`config.mk`:
```
export PLATFORM = sky130hd
export DESIGN_NAME = ascii_integer_parser_top
export DESIGN_NICKNAME = d
export VERILOG_FILES = /design/src/design/aip_pkg.sv /design/src/design/ascii_integer_parser_top.sv
export SDC_FILE = /design/constraint.sdc
export NUM_CORES = 1
export LEC_CHECK = 0
export BUFFER_PORTS_ARGS = -buffer_cell sky130_fd_sc_hd__buf_4
export CORE_ASPECT_RATIO = 0.8
export CORE_MARGIN = 5
export CORE_UTILIZATION = 40
export DETAILED_ROUTE_END_ITERATION = 6
export GPL_TIMING_DRIVEN = 0
export PLACE_DENSITY = 0.56
export SKIP_CTS_REPAIR_TIMING = 1
export SLEW_MARGIN = 20
export SYNTH_ARGS = -nofsm -noshare
export SYNTH_HDL_FRONTEND = slang
export SYNTH_SLANG_ARGS = --single-unit
```
`constraint.sdc`:
```
create_clock -name clk_i -period 20.2 [get_ports clk_i]
set_input_delay 3.03 -clock clk_i [delete_from_list [all_inputs] [get_ports clk_i]]
set_output_delay 3.03 -clock clk_i [all_outputs]
set_load 0.01 [all_outputs]
```
`src/design/aip_pkg.sv`:
```
`timescale 1ns / 1ps
// ----------------------------------------------------------------------------
// aip_pkg: shared types and constants of the ASCII integer parser
// Word formats, configuration register indexes, parse phases and the
// character codes the parser reacts to.
// ----------------------------------------------------------------------------
package aip_pkg;

  localparam int unsigned CharWidth   = 8;
  localparam int unsigned ValueWidth  = 64;
  localparam int unsigned CountWidth  = 16;
  localparam int unsigned BaseWidth   = 6;
  localparam int unsigned CfgIdxWidth = 4;
  localparam int unsigned CfgDataWidth = 8;

  // Configuration register indexes.
  localparam logic [CfgIdxWidth-1:0] CfgNumberBase = 4'd0;
  localparam logic [CfgIdxWidth-1:0] CfgSignedMode = 4'd1;

  // Register reset values.
  localparam logic [BaseWidth-1:0] NumberBaseReset = 6'd10;
  localparam logic                 SignedModeReset = 1'b1;

  // Bases chosen by prefix detection.
  localparam logic [BaseWidth-1:0] BaseOctal   = 6'd8;
  localparam logic [BaseWidth-1:0] BaseDecimal = 6'd10;
  localparam logic [BaseWidth-1:0] BaseHex     = 6'd16;

  // Character codes.
  localparam logic [CharWidth-1:0] CharSpace = 8'h20;
  localparam logic [CharWidth-1:0] CharTab   = 8'h09;
  localparam logic [CharWidth-1:0] CharLf    = 8'h0A;
  localparam logic [CharWidth-1:0] CharCr    = 8'h0D;
  localparam logic [CharWidth-1:0] CharFf    = 8'h0C;
  localparam logic [CharWidth-1:0] CharVt    = 8'h0B;
  localparam logic [CharWidth-1:0] CharMinus = 8'h2D;
  localparam logic [CharWidth-1:0] CharPlus  = 8'h2B;
  localparam logic [CharWidth-1:0] CharZero  = 8'h30;
  localparam logic [CharWidth-1:0] CharNine  = 8'h39;
  localparam logic [CharWidth-1:0] CharLowA  = 8'h61;
  localparam logic [CharWidth-1:0] CharLowF  = 8'h66;
  localparam logic [CharWidth-1:0] CharUpA   = 8'h41;
  localparam logic [CharWidth-1:0] CharUpF   = 8'h46;
  localparam logic [CharWidth-1:0] CharLowX  = 8'h78;
  localparam logic [CharWidth-1:0] CharUpX   = 8'h58;

  // Digit value 16 marks a character that is no hex digit.
  localparam logic [4:0] DigitNone = 5'd16;

  typedef enum logic [4:0] {
    PhDone   = 5'b00001,
    PhSpace  = 5'b00010,
    PhPrefix = 5'b00100,
    PhXcheck = 5'b01000,
    PhDigits = 5'b10000
  } phase_e;

  typedef struct packed {
    logic [CharWidth-1:0] char_in;
    logic                 string_start;
  } aip_in_t;

  typedef struct packed {
    logic [ValueWidth-1:0] value;
    logic [CountWidth-1:0] consumed_count;
  } aip_out_t;

endpackage

```
`src/design/ascii_integer_parser_top.sv`:
```
`timescale 1ns / 1ps
// ----------------------------------------------------------------------------
// ascii_integer_parser_top: streaming text-to-integer converter
// Parses one character per word like strtoll and strtoull, with whitespace
// skipping, optional sign and, in base zero, detection of a 0 or 0x prefix.
// ----------------------------------------------------------------------------
//
// Channel | Direction | Handshake           | Word
// --------+-----------+---------------------+-------------------------------
// in      | input     | in_valid / in_ready | char_in, string_start
// out     | output    | out_valid/out_ready | value, consumed_count
// cfg     | input     | cfg_valid/cfg_ready | cfg_index, cfg_data
//
// The block takes one character word per cycle unless the output stalls. A
// word first lands in an input register. The parse step runs on it (one 64
// by 6 bit multiply-add is the longest path) and writes the parser state and
// the result register, so a result passes the input register and then the
// result register before it can be taken. The input register only drains
// while the result register is empty or being read, so a stalled output
// backs up into in_ready after one word of slack. Reset returns the registers
// to base ten and signed mode and leaves the parser waiting for a string
// start. Configuration writes are always taken and act in the next cycle.
module ascii_integer_parser_top (
  input  logic                                  clk_i,
  input  logic                                  rst_ni,
  input  logic                                  in_valid_i,
  output logic                                  in_ready_o,
  input  aip_pkg::aip_in_t                      in_data_i,
  output logic                                  out_valid_o,
  input  logic                                  out_ready_i,
  output aip_pkg::aip_out_t                     out_data_o,
  input  logic                                  cfg_valid_i,
  output logic                                  cfg_ready_o,
  input  logic [aip_pkg::CfgIdxWidth-1:0]       cfg_index_i,
  input  logic [aip_pkg::CfgDataWidth-1:0]      cfg_data_i
);

  // Configuration registers.
  logic [aip_pkg::BaseWidth-1:0] number_base_q;
  logic                          signed_mode_q;

  // Input register.
  logic             in_valid_q;
  aip_pkg::aip_in_t in_q;

  // Parser state.
  aip_pkg::phase_e                phase_q, phase_d;
  logic [aip_pkg::ValueWidth-1:0] acc_q, acc_d;
  logic [aip_pkg::BaseWidth-1:0]  base_q, base_d;
  logic                           neg_q, neg_d;
  logic [aip_pkg::CountWidth-1:0] cnt_q, cnt_d;

  // Result register.
  logic              out_valid_q;
  aip_pkg::aip_out_t out_q;

  logic                           advance;
  logic                           emit;
  logic                           consume;
  logic [aip_pkg::ValueWidth-1:0] acc_eff;
  logic [aip_pkg::CountWidth-1:0] cnt_eff;
  logic [4:0]                     digit;
  logic                           is_space;

  // The word in the input register is parsed when the result slot is free or being read.
  assign advance     = in_valid_q && (!out_valid_q || out_ready_i);
  assign in_ready_o  = !in_valid_q || advance;
  assign cfg_ready_o = 1'b1;
  assign out_valid_o = out_valid_q;
  assign out_data_o  = out_q;

  always_ff @(posedge clk_i or negedge rst_ni) begin
    if (!rst_ni) begin
      number_base_q <= aip_pkg::NumberBaseReset;
      signed_mode_q <= aip_pkg::SignedModeReset;
    end else if (cfg_valid_i) begin
      unique case (cfg_index_i)
        aip_pkg::CfgNumberBase: number_base_q <= cfg_data_i[aip_pkg::BaseWidth-1:0];
        aip_pkg::CfgSignedMode: signed_mode_q <= cfg_data_i[0];
        default: ;
      endcase
    end
  end

  always_comb begin
    unique case (in_q.char_in) inside
      aip_pkg::CharSpace, aip_pkg::CharTab, aip_pkg::CharLf,
      aip_pkg::CharCr, aip_pkg::CharFf, aip_pkg::CharVt: is_space = 1'b1;
      default: is_space = 1'b0;
    endcase
  end

  // Hex digit value of the character, or DigitNone.
  always_comb begin
    if (in_q.char_in >= aip_pkg::CharZero && in_q.char_in <= aip_pkg::CharNine) begin
      digit = 5'(in_q.char_in - aip_pkg::CharZero);
    end else if (in_q.char_in >= aip_pkg::CharLowA && in_q.char_in <= aip_pkg::CharLowF) begin
      digit = 5'(in_q.char_in - aip_pkg::CharLowA + 8'd10);
    end else if (in_q.char_in >= aip_pkg::CharUpA && in_q.char_in <= aip_pkg::CharUpF) begin
      digit = 5'(in_q.char_in - aip_pkg::CharUpA + 8'd10);
    end else begin
      digit = aip_pkg::DigitNone;
    end
  end

  // A string start wipes the state before the character is looked at.
  assign acc_eff = in_q.string_start ? '0 : acc_q;
  assign cnt_eff = in_q.string_start ? '0 : cnt_q;

  // One parse step. The phases fall through into each other within the
  // step, just as a character that ends one phase is tried by the next.
  always_comb begin
    logic go;
    go      = 1'b1;
    emit    = 1'b0;
    consume = 1'b0;
    phase_d = in_q.string_start ? aip_pkg::PhSpace : phase_q;
    base_d  = in_q.string_start ? number_base_q : base_q;
    neg_d   = in_q.string_start ? 1'b0 : neg_q;
    acc_d   = acc_eff;

    if (phase_d == aip_pkg::PhDone) begin
      go = 1'b0;
    end

    if (go && phase_d == aip_pkg::PhSpace) begin
      if (is_space) begin
        consume = 1'b1;
        go      = 1'b0;
      end else begin
        phase_d = aip_pkg::PhPrefix;
        if (signed_mode_q && in_q.char_in == aip_pkg::CharMinus) begin
          neg_d   = 1'b1;
          consume = 1'b1;
          go      = 1'b0;
        end else if (signed_mode_q && in_q.char_in == aip_pkg::CharPlus) begin
          consume = 1'b1;
          go      = 1'b0;
        end
      end
    end

    if (go && phase_d == aip_pkg::PhPrefix) begin
      if (base_d == '0) begin
        if (in_q.char_in == aip_pkg::CharZero) begin
          base_d  = aip_pkg::BaseOctal;
          phase_d = aip_pkg::PhXcheck;
          consume = 1'b1;
          go      = 1'b0;
        end else begin
          base_d = aip_pkg::BaseDecimal;
        end
      end
      if (go) begin
        phase_d = aip_pkg::PhDigits;
      end
    end

    if (go && phase_d == aip_pkg::PhXcheck) begin
      phase_d = aip_pkg::PhDigits;
      if (in_q.char_in == aip_pkg::CharLowX || in_q.char_in == aip_pkg::CharUpX) begin
        base_d  = aip_pkg::BaseHex;
        consume = 1'b1;
        go      = 1'b0;
      end
    end

    if (go) begin
      if (digit != aip_pkg::DigitNone && {1'b0, digit} < base_d) begin
        acc_d   = acc_eff * aip_pkg::ValueWidth'(base_d)
                  + aip_pkg::ValueWidth'(digit);
        consume = 1'b1;
      end else begin
        emit    = 1'b1;
        phase_d = aip_pkg::PhDone;
      end
    end

    // The count saturates rather than wraps.
    cnt_d = (consume && cnt_eff != '1) ? cnt_eff + 1'b1 : cnt_eff;
  end

  always_ff @(posedge clk_i or negedge rst_ni) begin
    if (!rst_ni) begin
      in_valid_q  <= 1'b0;
      out_valid_q <= 1'b0;
      phase_q     <= aip_pkg::PhDone;
      acc_q       <= '0;
      base_q      <= '0;
      neg_q       <= 1'b0;
      cnt_q       <= '0;
    end else begin
      if (in_ready_o) begin
        in_valid_q <= in_valid_i;
      end
      if (advance) begin
        out_valid_q <= emit;
        phase_q     <= phase_d;
        acc_q       <= acc_d;
        base_q      <= base_d;
        neg_q       <= neg_d;
        cnt_q       <= cnt_d;
      end else if (out_ready_i) begin
        out_valid_q <= 1'b0;
      end
    end
  end

  always_ff @(posedge clk_i) begin
    if (in_ready_o && in_valid_i) begin
      in_q <= in_data_i;
    end
    if (advance && emit) begin
      out_q.value          <= neg_d ? -acc_eff : acc_eff;
      out_q.consumed_count <= cnt_d;
    end
  end

endmodule

```
==> flow_summary.toml <==
[synth]
ys_ff_latch = 190
syn_area_mm2 = 0.0211
synth_top_area_cell = "fa_1"
synth-async-reset-ratio = 0.532
synth_flop_cell = "dfrtp_1"
synth_nets = 2724
synth.distinct_cells = 93
yosysWarnings = 0
ys_seq_area_frac = 0.247
syn_avg_cell_area_um2 = 9.10
netlist_top_cells_count = "nor2_1 (443), fa_1 (239), nand2_1 (201)"
syn_inst = 2319
yosysTopAreaCellShare = 0.227
yosys-top-cells-area = "fa_1 (23%), edfxtp_1 (13%), dfrtp_1 (12%)"
synth-edff-count = 89
yosysMostFrequentCell = "nor2_1"

[floorplan]
io_pins = 109
core_area_mm2 = 0.0524
die_h_um = 215
rows = 75
fp.dieW_um = 267
die_area_mm2 = 0.0575
initial_core_util = 0.403

[clocking]
clock_path_buffers = 2
cts_tree = "built"
numCtsBuffers = 17
cts_max_level = 4
path_clk_slew_ns = 0.08
insertion_delay_ns = 0.50
cts.sinks = 190
root_buffer = "clkbuf_16"

[finish]
fin_nets = 2851
area_growth_pct = 10.9
drive_gt1_frac = 0.0862
fillers = 5170
final_core_util = 0.447
diodes = 0

[critical_path]
crit_path_max_fanout = 10
start_kind = "flop"
critical_path_class = "reg -> reg"
cp-end-kind = "flop"
crit_arrival_ns = 10.39
worstPathRequired_ns = 20.59

[sta]
hold_viol = 0
rsz0062_at_grt = "false"
drv_slew = 0
setup_violations = 0
clock.fmax_mhz = 100
tns_ns = 0
fin_crit_ns = 10.00
setup_ws_ns = 10.20
worst_pin_slew_ns = 1.22
clock_skew_ns = 0.0186
max_slew_margin = 0.182
period_share = 0.495

[detailed_routing]
ant_nets = 0
drt_iter0_drc = 1636
first_pass_iters = 6
post_drt_via_cell_ratio = 5.87
drt-total-wl_mm = 71.7
vias = 18500
drc = 0
wire_per_inst_um = 22.7

[hold_path]
worst_hold_path_type = "reg -> reg"

[place]
portBuffers = 105
place_ws_ns = 10.47
hpwl_mm = 56.3
gp_congestion = 0.917

[power_and_ir_drop]
power_density_mw_per_mm2 = 60.4
leakagePower_nw = 11.3
total_power_mw = 1.41
ir_drop_mv = 0.0583

[global_route]
grt_overflow_total = 0
grt_usage = 0.248
grt_start_max_net_pins = 102
grt_pass1_wl_mm = 110
grt_pass1_vias = 18000
antenna_found_initial = 4

[run]
drv_cap = 0

[outcome]
status = "complete, no violations"
state kept, by name, indices dropped and copies added (netlist names), 5 cells and up:
register,count
in_q,9
acc_q,64
cnt_q,16
out_data_o,80
phase_q,5
base_q,6
number_base_q,6
worst max-delay path, cell delays in order (launching register included):
cell      delay [ns]
edfxtp_1        0.49
or3_1           0.45
nor4_1          0.55
clkbuf_1        0.45
or2_2           0.19
clkbuf_1        0.68
clkbuf_1        0.78
nor2_1          0.17
fa_1            0.54
fa_1            0.53
fa_1            0.51
ha_1            0.31
ha_1            0.29
clkbuf_1        0.18
a21oi_1         0.18
o21bai_1        0.10
a22oi_1         0.47
o211ai_1        0.51
a311oi_1        0.88
nand3_1         0.19
a221o_1         0.42
a21oi_1         0.51
nand2_1         0.14
xnor2_1         0.19
a22o_1          0.19
final timing paths:
kind	slack, ns	from	endpoint	cells after the start
setup / recovery	10.20	in_q[0]	acc_q[57]	24
hold / removal	0.52	phase_q[0]	phase_q[0]	2
setup reg to reg	10.20	in_q[0]	acc_q[57]	24
hold reg to reg	0.52	phase_q[0]	phase_q[0]	2
max in group asynchronous	17.06	rst_ni	acc_q[14]	2
min in group asynchronous	2.42	rst_ni	phase_q[3]	1
logic make-up after synthesis:
group	synth area share
buf+inv	0.0406
compound gates	0.160
xor+xnor	0.0407
fa+ha+maj	0.310
mux	0.0121
other cells	0.000178
simple gates	0.190
flops	0.247
cell usage in the layout (no fill, tap or decap), types with 9 or more instances in the layout:
cell type    n
nor2_1     443
fa_1       239
nand2_1    201
ha_1       140
a21oi_1    127
o21ai_0    109
buf_4      106
clkbuf_1   104
dfrtp_1     97
edfxtp_1    89
inv_1       84
a21o_1      61
nor3_1      58
xnor2_1     58
a22o_1      58
nand3_1     42
xor2_1      40
nand2b_1    23
nor2b_1     22
and3_1      18
o21ai_1     17
clkbuf_16   17
buf_1       16
o22ai_1     15
nand4_1     15
o21bai_1    13
mux2i_1     12
mux2_2      12
and2_1      12
nor4_1      11
a32o_1      11
buf_2       10
o41ai_1     10
or2_2        9
a31oi_1      9
per-layer routing:
metal | track usage | share of wire | vias up
li1 | - | - | 8283
met1 | 0.384 | 0.47 | 9275
met2 | 0.350 | 0.41 | 835
met3 | 0.0547 | 0.092 | 102
met4 | 0.0669 | 0.025 | 0
met5 | 0 | 0 | -
final cells by class:
cell class                 count  area (µm²)  area share
sequential                   190        5200       0.222
clock buffer                  21         460      0.0197
inverter                      86         325      0.0139
multi-input combinational   1911       15000       0.643
timing repair buffer         108         855      0.0365
tap                          693         867      0.0370
buffer                       132         534      0.0228
clock inverter                11         109     0.00465
stage by stage:
| stage | cells | hold WS [ns] | cell area (µm²) |
|---|---|---|---|
| 6_report | 3152 | 0.517 | 23400 |
| 3_3_place_gp | 3117 | 0.492 | 22800 |
| 2_1_floorplan | 2319 | 0.461 | 21100 |
| 4_1_cts | 3151 | 0.514 | 23400 |
| 5_1_grt | 3152 | 0.542 | 23400 |
| 3_5_place_dp | 3119 | 0.503 | 22800 |
report_power, final:
| part | total (mW) | internal, mW | switching [mW] |
|---|---|---|---|
| Sequential | 0.525 | 0.489 | 0.0364 |
| Combinational | 0.540 | 0.141 | 0.399 |
| Clock | 0.348 | 0.178 | 0.171 |
| Total | 1.41 | 0.807 | 0.606 |
Note: power is estimated with default switching activity, not from simulation.
